## config.mk

```make
export PLATFORM = sky130hd
export DESIGN_NAME = pixel_tint_filter_core
export DESIGN_NICKNAME = d
export VERILOG_FILES = /design/src/rtl/ptf_pkg.sv /design/src/rtl/pixel_tint_filter_core.sv
export SDC_FILE = /design/constraint.sdc
export NUM_CORES = 1
export LEC_CHECK = 0
export BUFFER_PORTS_ARGS = -buffer_cell sky130_fd_sc_hd__buf_2
export CAP_MARGIN = 25
export CORE_MARGIN = 1
export CORE_UTILIZATION = 55
export CTS_CLUSTER_DIAMETER = 60
export CTS_CLUSTER_SIZE = 20
export DETAILED_ROUTE_END_ITERATION = 6
export PLACE_DENSITY = 0.75
export SYNTH_ARGS = -nofsm -noshare
export SYNTH_HDL_FRONTEND = slang
export SYNTH_SLANG_ARGS = --single-unit
```

## constraint.sdc

```tcl
create_clock -name clk -period 10.4 [get_ports clk]
set_input_delay 2.08 -clock clk [delete_from_list [all_inputs] [get_ports clk]]
set_output_delay 2.08 -clock clk [all_outputs]
set_load 0.01 [all_outputs]
```

## src/rtl/ptf_pkg.sv

```systemverilog
package ptf_pkg;

  // Field widths of one pixel.
  localparam int ChanW  = 8;
  localparam int PixelW = 4 * ChanW;

  // Configuration port geometry.
  localparam int CfgIndexW = 3;
  localparam int CfgDataW  = 14;

  // Gain register and the per-channel multiplier built from it.
  localparam int GainW = 14;
  localparam int MultW = 18;
  localparam int ProdW = MultW + ChanW + 1;
  localparam int ScaleShift = 16;
  localparam logic signed [GainW-1:0] GainMax = 14'sd4096;
  localparam logic signed [GainW-1:0] GainMin = -14'sd4096;
  localparam logic signed [MultW-1:0] MultBase = 18'sd65535;

  // Floor division by three of a channel sum (at most 765) as a reciprocal
  // multiply: (sum * 683) >> 11 is exact over that range.
  localparam int SumW = ChanW + 2;
  localparam logic [SumW-1:0] AvgRecip = 10'd683;
  localparam int AvgShift = 11;

  localparam int ThreshW = 9;

  // Register indexes on the configuration port.
  typedef enum logic [CfgIndexW-1:0] {
    REG_RED_GAIN    = 3'd0,
    REG_GREEN_GAIN  = 3'd1,
    REG_BLUE_GAIN   = 3'd2,
    REG_GRAY_MODE   = 3'd3,
    REG_BOOST       = 3'd4,
    REG_CHROMA_THR  = 3'd5
  } reg_index_t;

  // Gray step codes.
  localparam logic [1:0] GRAY_NONE = 2'd0;
  localparam logic [1:0] GRAY_MAX  = 2'd1;
  localparam logic [1:0] GRAY_AVG  = 2'd2;

  // Saturate a raw 14-bit gain write to the legal range and turn it into
  // the multiplier 65535 + 16 * gain.
  function automatic logic signed [MultW-1:0] gain_to_mult(
      input logic signed [GainW-1:0] raw);
    logic signed [GainW-1:0] g;
    begin
      g = raw;
      if (raw > GainMax) g = GainMax;
      if (raw < GainMin) g = GainMin;
      gain_to_mult = MultBase + (MultW'(g) <<< 4);
    end
  endfunction

endpackage

```

## src/rtl/pixel_tint_filter_core.sv

```systemverilog
// Pixel tint filter: recolors one ARGB8888 pixel per item. The block takes
// one item in every clock cycle while the output register is empty or its
// item is taken, and passes it through the input register, min/max/sum stage,
// gray and boost stage, multiply stage and shift-and-clamp output register;
// the whole pipeline advances together and holds while the output item is
// not taken. Pixels pass unchanged when every transform register is zero or
// when a nonzero chroma threshold exceeds the channel spread. Otherwise an
// optional gray step, an optional alpha boost and a per-channel gain of
// (65535 + 16*gain) / 65536 are applied, floored and clamped to 0..255.
// Alpha always passes through. Write registers only while no item is in
// flight; gain writes saturate to -4096..4096.
module pixel_tint_filter_core (
  input  logic                                clk,
  input  logic                                rst,
  // Configuration write port.
  input  logic                                cfg_we,
  input  logic [ptf_pkg::CfgIndexW-1:0]       cfg_index,
  input  logic [ptf_pkg::CfgDataW-1:0]        cfg_data,
  // Input stream.
  input  logic                                s_tvalid,
  output logic                                s_tready,
  input  logic [ptf_pkg::PixelW-1:0]          s_tdata,  // alpha_in, red_in, green_in, blue_in
  // Output stream.
  output logic                                m_tvalid,
  input  logic                                m_tready,
  output logic [ptf_pkg::PixelW-1:0]          m_tdata   // alpha_out, red_out, green_out, blue_out
);

  localparam int CW = ptf_pkg::ChanW;

  typedef logic [CW-1:0] chan_t;
  typedef logic signed [ptf_pkg::MultW-1:0] mult_t;
  typedef logic signed [ptf_pkg::ProdW-1:0] prod_t;

  // Configuration registers.
  mult_t                      mult [3];
  logic [1:0]                 gray_mode;
  logic                       boost_enable;
  logic [ptf_pkg::ThreshW-1:0] chroma_threshold;

  always_ff @(posedge clk) begin
    if (rst) begin
      mult[0]          <= ptf_pkg::MultBase;
      mult[1]          <= ptf_pkg::MultBase;
      mult[2]          <= ptf_pkg::MultBase;
      gray_mode        <= ptf_pkg::GRAY_NONE;
      boost_enable     <= 1'b0;
      chroma_threshold <= '0;
    end else if (cfg_we) begin
      case (cfg_index)
        ptf_pkg::REG_RED_GAIN:   mult[0] <= ptf_pkg::gain_to_mult(cfg_data);
        ptf_pkg::REG_GREEN_GAIN: mult[1] <= ptf_pkg::gain_to_mult(cfg_data);
        ptf_pkg::REG_BLUE_GAIN:  mult[2] <= ptf_pkg::gain_to_mult(cfg_data);
        ptf_pkg::REG_GRAY_MODE:  gray_mode <= cfg_data[1:0];
        ptf_pkg::REG_BOOST:      boost_enable <= cfg_data[0];
        ptf_pkg::REG_CHROMA_THR: chroma_threshold <= cfg_data[ptf_pkg::ThreshW-1:0];
        default: ;
      endcase
    end
  end

  // All transform registers at zero means every item passes unchanged.
  logic all_off;
  assign all_off = (mult[0] == ptf_pkg::MultBase) && (mult[1] == ptf_pkg::MultBase) &&
                   (mult[2] == ptf_pkg::MultBase) && (gray_mode == ptf_pkg::GRAY_NONE) &&
                   !boost_enable;

  // The pipeline moves as one while the output register is free or drained.
  logic adv;
  assign adv      = !m_tvalid || m_tready;
  assign s_tready = adv;

  // Valid bits of the stages.
  logic v1, v2, v3, v4;

  always_ff @(posedge clk) begin
    if (rst) begin
      v1       <= 1'b0;
      v2       <= 1'b0;
      v3       <= 1'b0;
      v4       <= 1'b0;
      m_tvalid <= 1'b0;
    end else if (adv) begin
      v1       <= s_tvalid;
      v2       <= v1;
      v3       <= v2;
      v4       <= v3;
      m_tvalid <= v4;
    end
  end

  // Stage 1: input register.
  chan_t a1;
  chan_t c1 [3];

  always_ff @(posedge clk) begin
    if (adv) begin
      a1    <= s_tdata[CW-1:0];
      c1[0] <= s_tdata[2*CW-1:CW];
      c1[1] <= s_tdata[3*CW-1:2*CW];
      c1[2] <= s_tdata[4*CW-1:3*CW];
    end
  end

  // Stage 2: channel maximum, minimum and sum.
  chan_t mx_c, mn_c;
  always_comb begin
    mx_c = c1[0];
    mn_c = c1[0];
    for (int i = 1; i < 3; i++) begin
      if (c1[i] > mx_c) mx_c = c1[i];
      if (c1[i] < mn_c) mn_c = c1[i];
    end
  end

  chan_t a2, mx2, mn2;
  chan_t c2 [3];
  logic [ptf_pkg::SumW-1:0] sum2;

  always_ff @(posedge clk) begin
    if (adv) begin
      a2   <= a1;
      c2   <= c1;
      mx2  <= mx_c;
      mn2  <= mn_c;
      sum2 <= ptf_pkg::SumW'(c1[0]) + ptf_pkg::SumW'(c1[1]) + ptf_pkg::SumW'(c1[2]);
    end
  end

  // Stage 3: pass decision, gray step and boost.
  logic [2*ptf_pkg::SumW-1:0] avg_prod;
  chan_t avg_c;
  chan_t spread_c;
  logic  pass_c;
  chan_t gray_c [3];
  chan_t work_c [3];

  assign avg_prod = {{ptf_pkg::SumW{1'b0}}, sum2} *
                    {{ptf_pkg::SumW{1'b0}}, ptf_pkg::AvgRecip};
  assign avg_c    = avg_prod[ptf_pkg::AvgShift +: CW];
  assign spread_c = mx2 - mn2;
  assign pass_c   = all_off ||
                    ((chroma_threshold != '0) &&
                     ({1'b0, spread_c} < chroma_threshold));

  always_comb begin
    for (int i = 0; i < 3; i++) begin
      case (gray_mode)
        ptf_pkg::GRAY_MAX: gray_c[i] = mx2;
        ptf_pkg::GRAY_AVG: gray_c[i] = avg_c;
        default:           gray_c[i] = c2[i];
      endcase
      // Both halves are at most 127, so the boosted sum stays within 255.
      work_c[i] = boost_enable ? ((gray_c[i] >> 1) + (a2 >> 1)) : gray_c[i];
    end
  end

  chan_t a3;
  chan_t orig3 [3];
  chan_t c3 [3];
  logic  pass3;

  always_ff @(posedge clk) begin
    if (adv) begin
      a3    <= a2;
      orig3 <= c2;
      c3    <= work_c;
      pass3 <= pass_c;
    end
  end

  // Stage 4: gain multiply per channel.
  chan_t a4;
  chan_t orig4 [3];
  prod_t p4 [3];
  logic  pass4;

  always_ff @(posedge clk) begin
    if (adv) begin
      a4    <= a3;
      orig4 <= orig3;
      pass4 <= pass3;
      for (int i = 0; i < 3; i++) begin
        p4[i] <= prod_t'($signed({1'b0, c3[i]})) * prod_t'(mult[i]);
      end
    end
  end

  // Stage 5: floor shift, clamp and the output register.
  logic signed [ptf_pkg::ProdW-ptf_pkg::ScaleShift-1:0] q_c [3];
  chan_t res_c [3];

  always_comb begin
    for (int i = 0; i < 3; i++) begin
      q_c[i] = p4[i][ptf_pkg::ProdW-1:ptf_pkg::ScaleShift];
      if (q_c[i][ptf_pkg::ProdW-ptf_pkg::ScaleShift-1]) begin
        res_c[i] = '0;
      end else if (q_c[i] > $signed({3'b000, {CW{1'b1}}})) begin
        res_c[i] = '1;
      end else begin
        res_c[i] = q_c[i][CW-1:0];
      end
      if (pass4) res_c[i] = orig4[i];
    end
  end

  always_ff @(posedge clk) begin
    if (adv) begin
      m_tdata <= {res_c[2], res_c[1], res_c[0], a4};
    end
  end

endmodule

```

==> key figures <==
Logic synthesis
  • Sequential share of the synthesized area: 31.0%
  • Synth Register Bits: 304
  • Asr flop ratio synth: 0%
  • Largest cells by area after synthesis: edfxtp_1, fa_1, ha_1
  • Mapped Nets: 3424
  • Synth unique cells: a little under 80
  • Number of flops mapped to enable cells by yosys: 287
  • Largest area contributor in the netlist: edfxtp_1
  • Syn Inst Count: 2729
  • Syn Area/Cell: 10.6 um2
  • Mapped cell area: 28900 um2
  • Most common flop cell mapped by yosys: edfxtp_1
  • Synth Warn #: 0
  • Top cell type's share of synthesized area: 29.8%

Placement
  • Post-detail-place hpwl: approximately 50 mm
  • IO Port Bufs: 87
  • Global placement routability congestion: 0.907

STA
  • Slew Limit Fails: 0
  • Fmax: between 150 and 200 MHz
  • Worst slew pin tran: 1.00 ns
  • Max-slew headroom: 33.1%
  • Fin. Hold Viols: 0
  • Minimum clock period: ~6.5 ns
  • RSZ-0062 raised after global routing: false
  • Worst Skew: 0.0350 ns
  • Setup TNS: 0 ns
  • Fin crit share: 62.6%
  • Final setup fails: 0

Clock tree
  • CTS Root Cell: clkbuf_16
  • Worst-skew pair later-pin latency: between 0.5 and 0.6 ns
  • Reg clk slew, reported paths: around 0.080 ns
  • Hold_buf cts: 0
  • Post-CTS sizing: 0
  • # clock sinks: between 300 and 400
  • CTS tree: done
  • Worst-case clock buffer depth: 3
  • Post-CTS Setup Bufs: 0
  • CTS Buf Count: 26
  • H-tree levels: 1

Drt
  • Detailed Routing Iterations Pass 1: 7
  • Post-Route WL: 63.4 mm
  • Post-DRT Antenna Nets: 0
  • Initial DRC count: 1427
  • Vias: 19500
  • Routed WL per cell: roughly 18 um
  • DRC: 2
  • Via-to-Cell Ratio: 5.60

Floorplan
  • Initial core utilization: 56.1%
  • Die width: 231 um
  • Die H: 231 um
  • DIE AREA: 53500 um2
  • IO Pins: ~90
  • Site Rows: between 80 and 90
  • Total core area: roughly 52000 um2

GRT
  • Initial antenna violation count: 2
  • Vias in the first global route: 20600
  • GR Util All Layers: 24.6%
  • Remaining Overflow, GRT: 0
  • First-pass GRT wire length: a little over 100 mm
  • Pin count of the biggest net entering global routing: between 90 and 100

Worst setup path
  • Worst path required time: 10.70 ns
  • Kind of start point of the critical path: flip-flop
  • Critical R2R Capture: c3[22]$_DFFE_PP_
  • Worst reg2reg startpoint: sum2[4]$_DFFE_PP_
  • Critical path endpoint category: flip-flop
  • CP Class: reg2reg
  • CP delay by family, top: adder cells
  • Worst path arrival time: 6.81 ns
  • Worst reg2reg path depth: 23
  • R2R setup slack: just under 4 ns
  • Slowest library cell on the worst path: a221oi_2
  • Most used cell, CP: fa_1
  • WP buf/inv: 2
  • CP Cell Sequence: ha_1, inv_1, fa_1, fa_1, inv_1, fa_1, ha_1, ha_1, a21oi_1, o21ai_1, a2111oi_1, or2_1, xnor2_1, a221oi_2, nor2_1, fa_1, a21oi_1, nor2_1, nor2_1, o21bai_1, a21oi_1, xor2_1, a211oi_1
  • Crit-path max cell delay: 0.53 ns
  • Critical-path maximum fanout: 10

Final layout
  • Layout area overhead: 7.21%
  • Register Area: 8960 um2
  • Layout cells sized above 1: 5.94%
  • Multi-input gate area: 17700 um2
  • # fillers: 4174
  • Nets: 3487

Run status
  • Status: finished with violations
  • Violated checks: design-rule violations

Hold path
  • Hold depth: 0
  • Hold Path Origin: a1[1]$_DFFE_PP_
  • Sink of the worst hold path: a2[1]$_DFFE_PP_
  • Hold Crit Class: reg2reg

Flow run
  • # Max-Cap Violations: 0
## final cells by class
class	count	area share, %
multi-input combinational	1825	57.1
sequential	304	28.9
inverter	536	6.49
tap	680	2.74
clock buffer	27	2.18
timing repair buffer	99	1.76
clock inverter	19	0.811
antenna	1	0.00807
## cells in the mapped netlist (all sizes together), types with 3 or more instances
cell and n:
nor4b 3, and3 10, o21ai 68, a221o 5, o211ai 5, and2 215, nand4b 7, or2 6
nor3 22, xnor2 49, mux2i 29, inv 536, buf 7, nand2b 8, xor2 29, dfxtp 17
o31ai 42, o22ai 7, and4b 3, nor2b 14, nor4 8, and4 3, a211oi 12, a31oi 8
a221oi 4, a21oi 119, nand4 23, edfxtp 287, o311ai 4, ha 280, a21boi 5, o21bai 14
clkbuf 57, nand2 238, a21o 34, fa 361, nor2 107, a2bb2oi 3, a22oi 4, o21a 11
a2111oi 4, nand3 33
## layout by cell type (no fill, tap or decap), types with 4 or more instances in the layout
cell type / instances
a21oi_1: 117
nor3_1: 22
nand2_1: 237
mux2i_1: 29
a31oi_1: 8
o211ai_1: 5
nand4_1: 23
dfxtp_1: 17
o21ai_0: 64
a211oi_1: 12
edfxtp_1: 287
inv_1: 536
clkinv_8: 4
nand4b_1: 7
buf_2: 87
o22ai_1: 7
nand3_1: 31
nand2b_1: 7
o31ai_1: 39
buf_4: 11
nor2b_1: 14
fa_1: 361
ha_1: 280
nor2_1: 107
xnor2_1: 49
a221o_1: 5
xor2_1: 29
and3_1: 10
a21boi_0: 4
o21bai_1: 13
a21o_1: 34
or2_2: 5
and2_1: 215
o21ai_1: 4
o21a_1: 11
nor4_1: 7
o311ai_0: 4
clkbuf_16: 27
a22oi_1: 4
## how the worst max path moves through the flow
stage / startpoint / endpoint / slack, ns / cells past startpoint
2_1_floorplan: m_tready / s_tready / 2.96 / 2
3_3_place_gp: sum2[4]$_DFFE_PP_ / c3[6]$_DFFE_PP_ / 4.03 / 23
3_5_place_dp: sum2[4]$_DFFE_PP_ / c3[22]$_DFFE_PP_ / 3.96 / 23
4_1_cts: sum2[4]$_DFFE_PP_ / c3[22]$_DFFE_PP_ / 3.93 / 23
5_1_grt: sum2[4]$_DFFE_PP_ / c3[22]$_DFFE_PP_ / 3.56 / 23
6_report: sum2[4]$_DFFE_PP_ / c3[22]$_DFFE_PP_ / 3.89 / 23
## metal layers
metal  GRT usage, %  share of wire [%]  vias up
met4           7.70                3.0        4
met1           32.9                 42     9722
li1               -                  -     9047
met5              0              0.038        -
met3           2.85                6.6      131
met2           41.8                 48      631
## cell families (layout without fill, tap and decap cells)
kind of cell	after synthesis	count (layout)	share of synthesized area, %
buf+inv	600	681	7.84
flops	304	304	31.0
fa+ha+maj	641	641	37.1
other cells	0	1	0
xor+xnor	79	79	2.44
compound gates	362	362	8.06
simple gates	712	712	12.5
mux	31	31	1.08
## sequential cells by signal, indices dropped and copies added (netlist names), 9 cells and up
register / count
mult: 42
orig4: 24
c3: 24
p4: 33
c1: 24
sum2: 10
chroma_threshold: 9
c2: 24
orig3: 24
m_tdata: 32
## metrics by stage
stage	hold slack [ns]	std cells	utilization, %	area (um2)	setup slack, ns
final	0.411	3491	60.1	31000	3.89
after global routing	0.412	3490	60.1	31000	3.56
after CTS	0.413	3489	60.0	31000	3.93
after detailed placement	0.405	3443	58.3	30100	3.96
after global placement	0.401	3441	58.2	30100	4.03
after floorplan	0.400	2729	-	28900	2.96
Power is left out: the tool's default activity adds up to more than one toggle a clock period on the data nets, which glitch-free logic cannot reach.
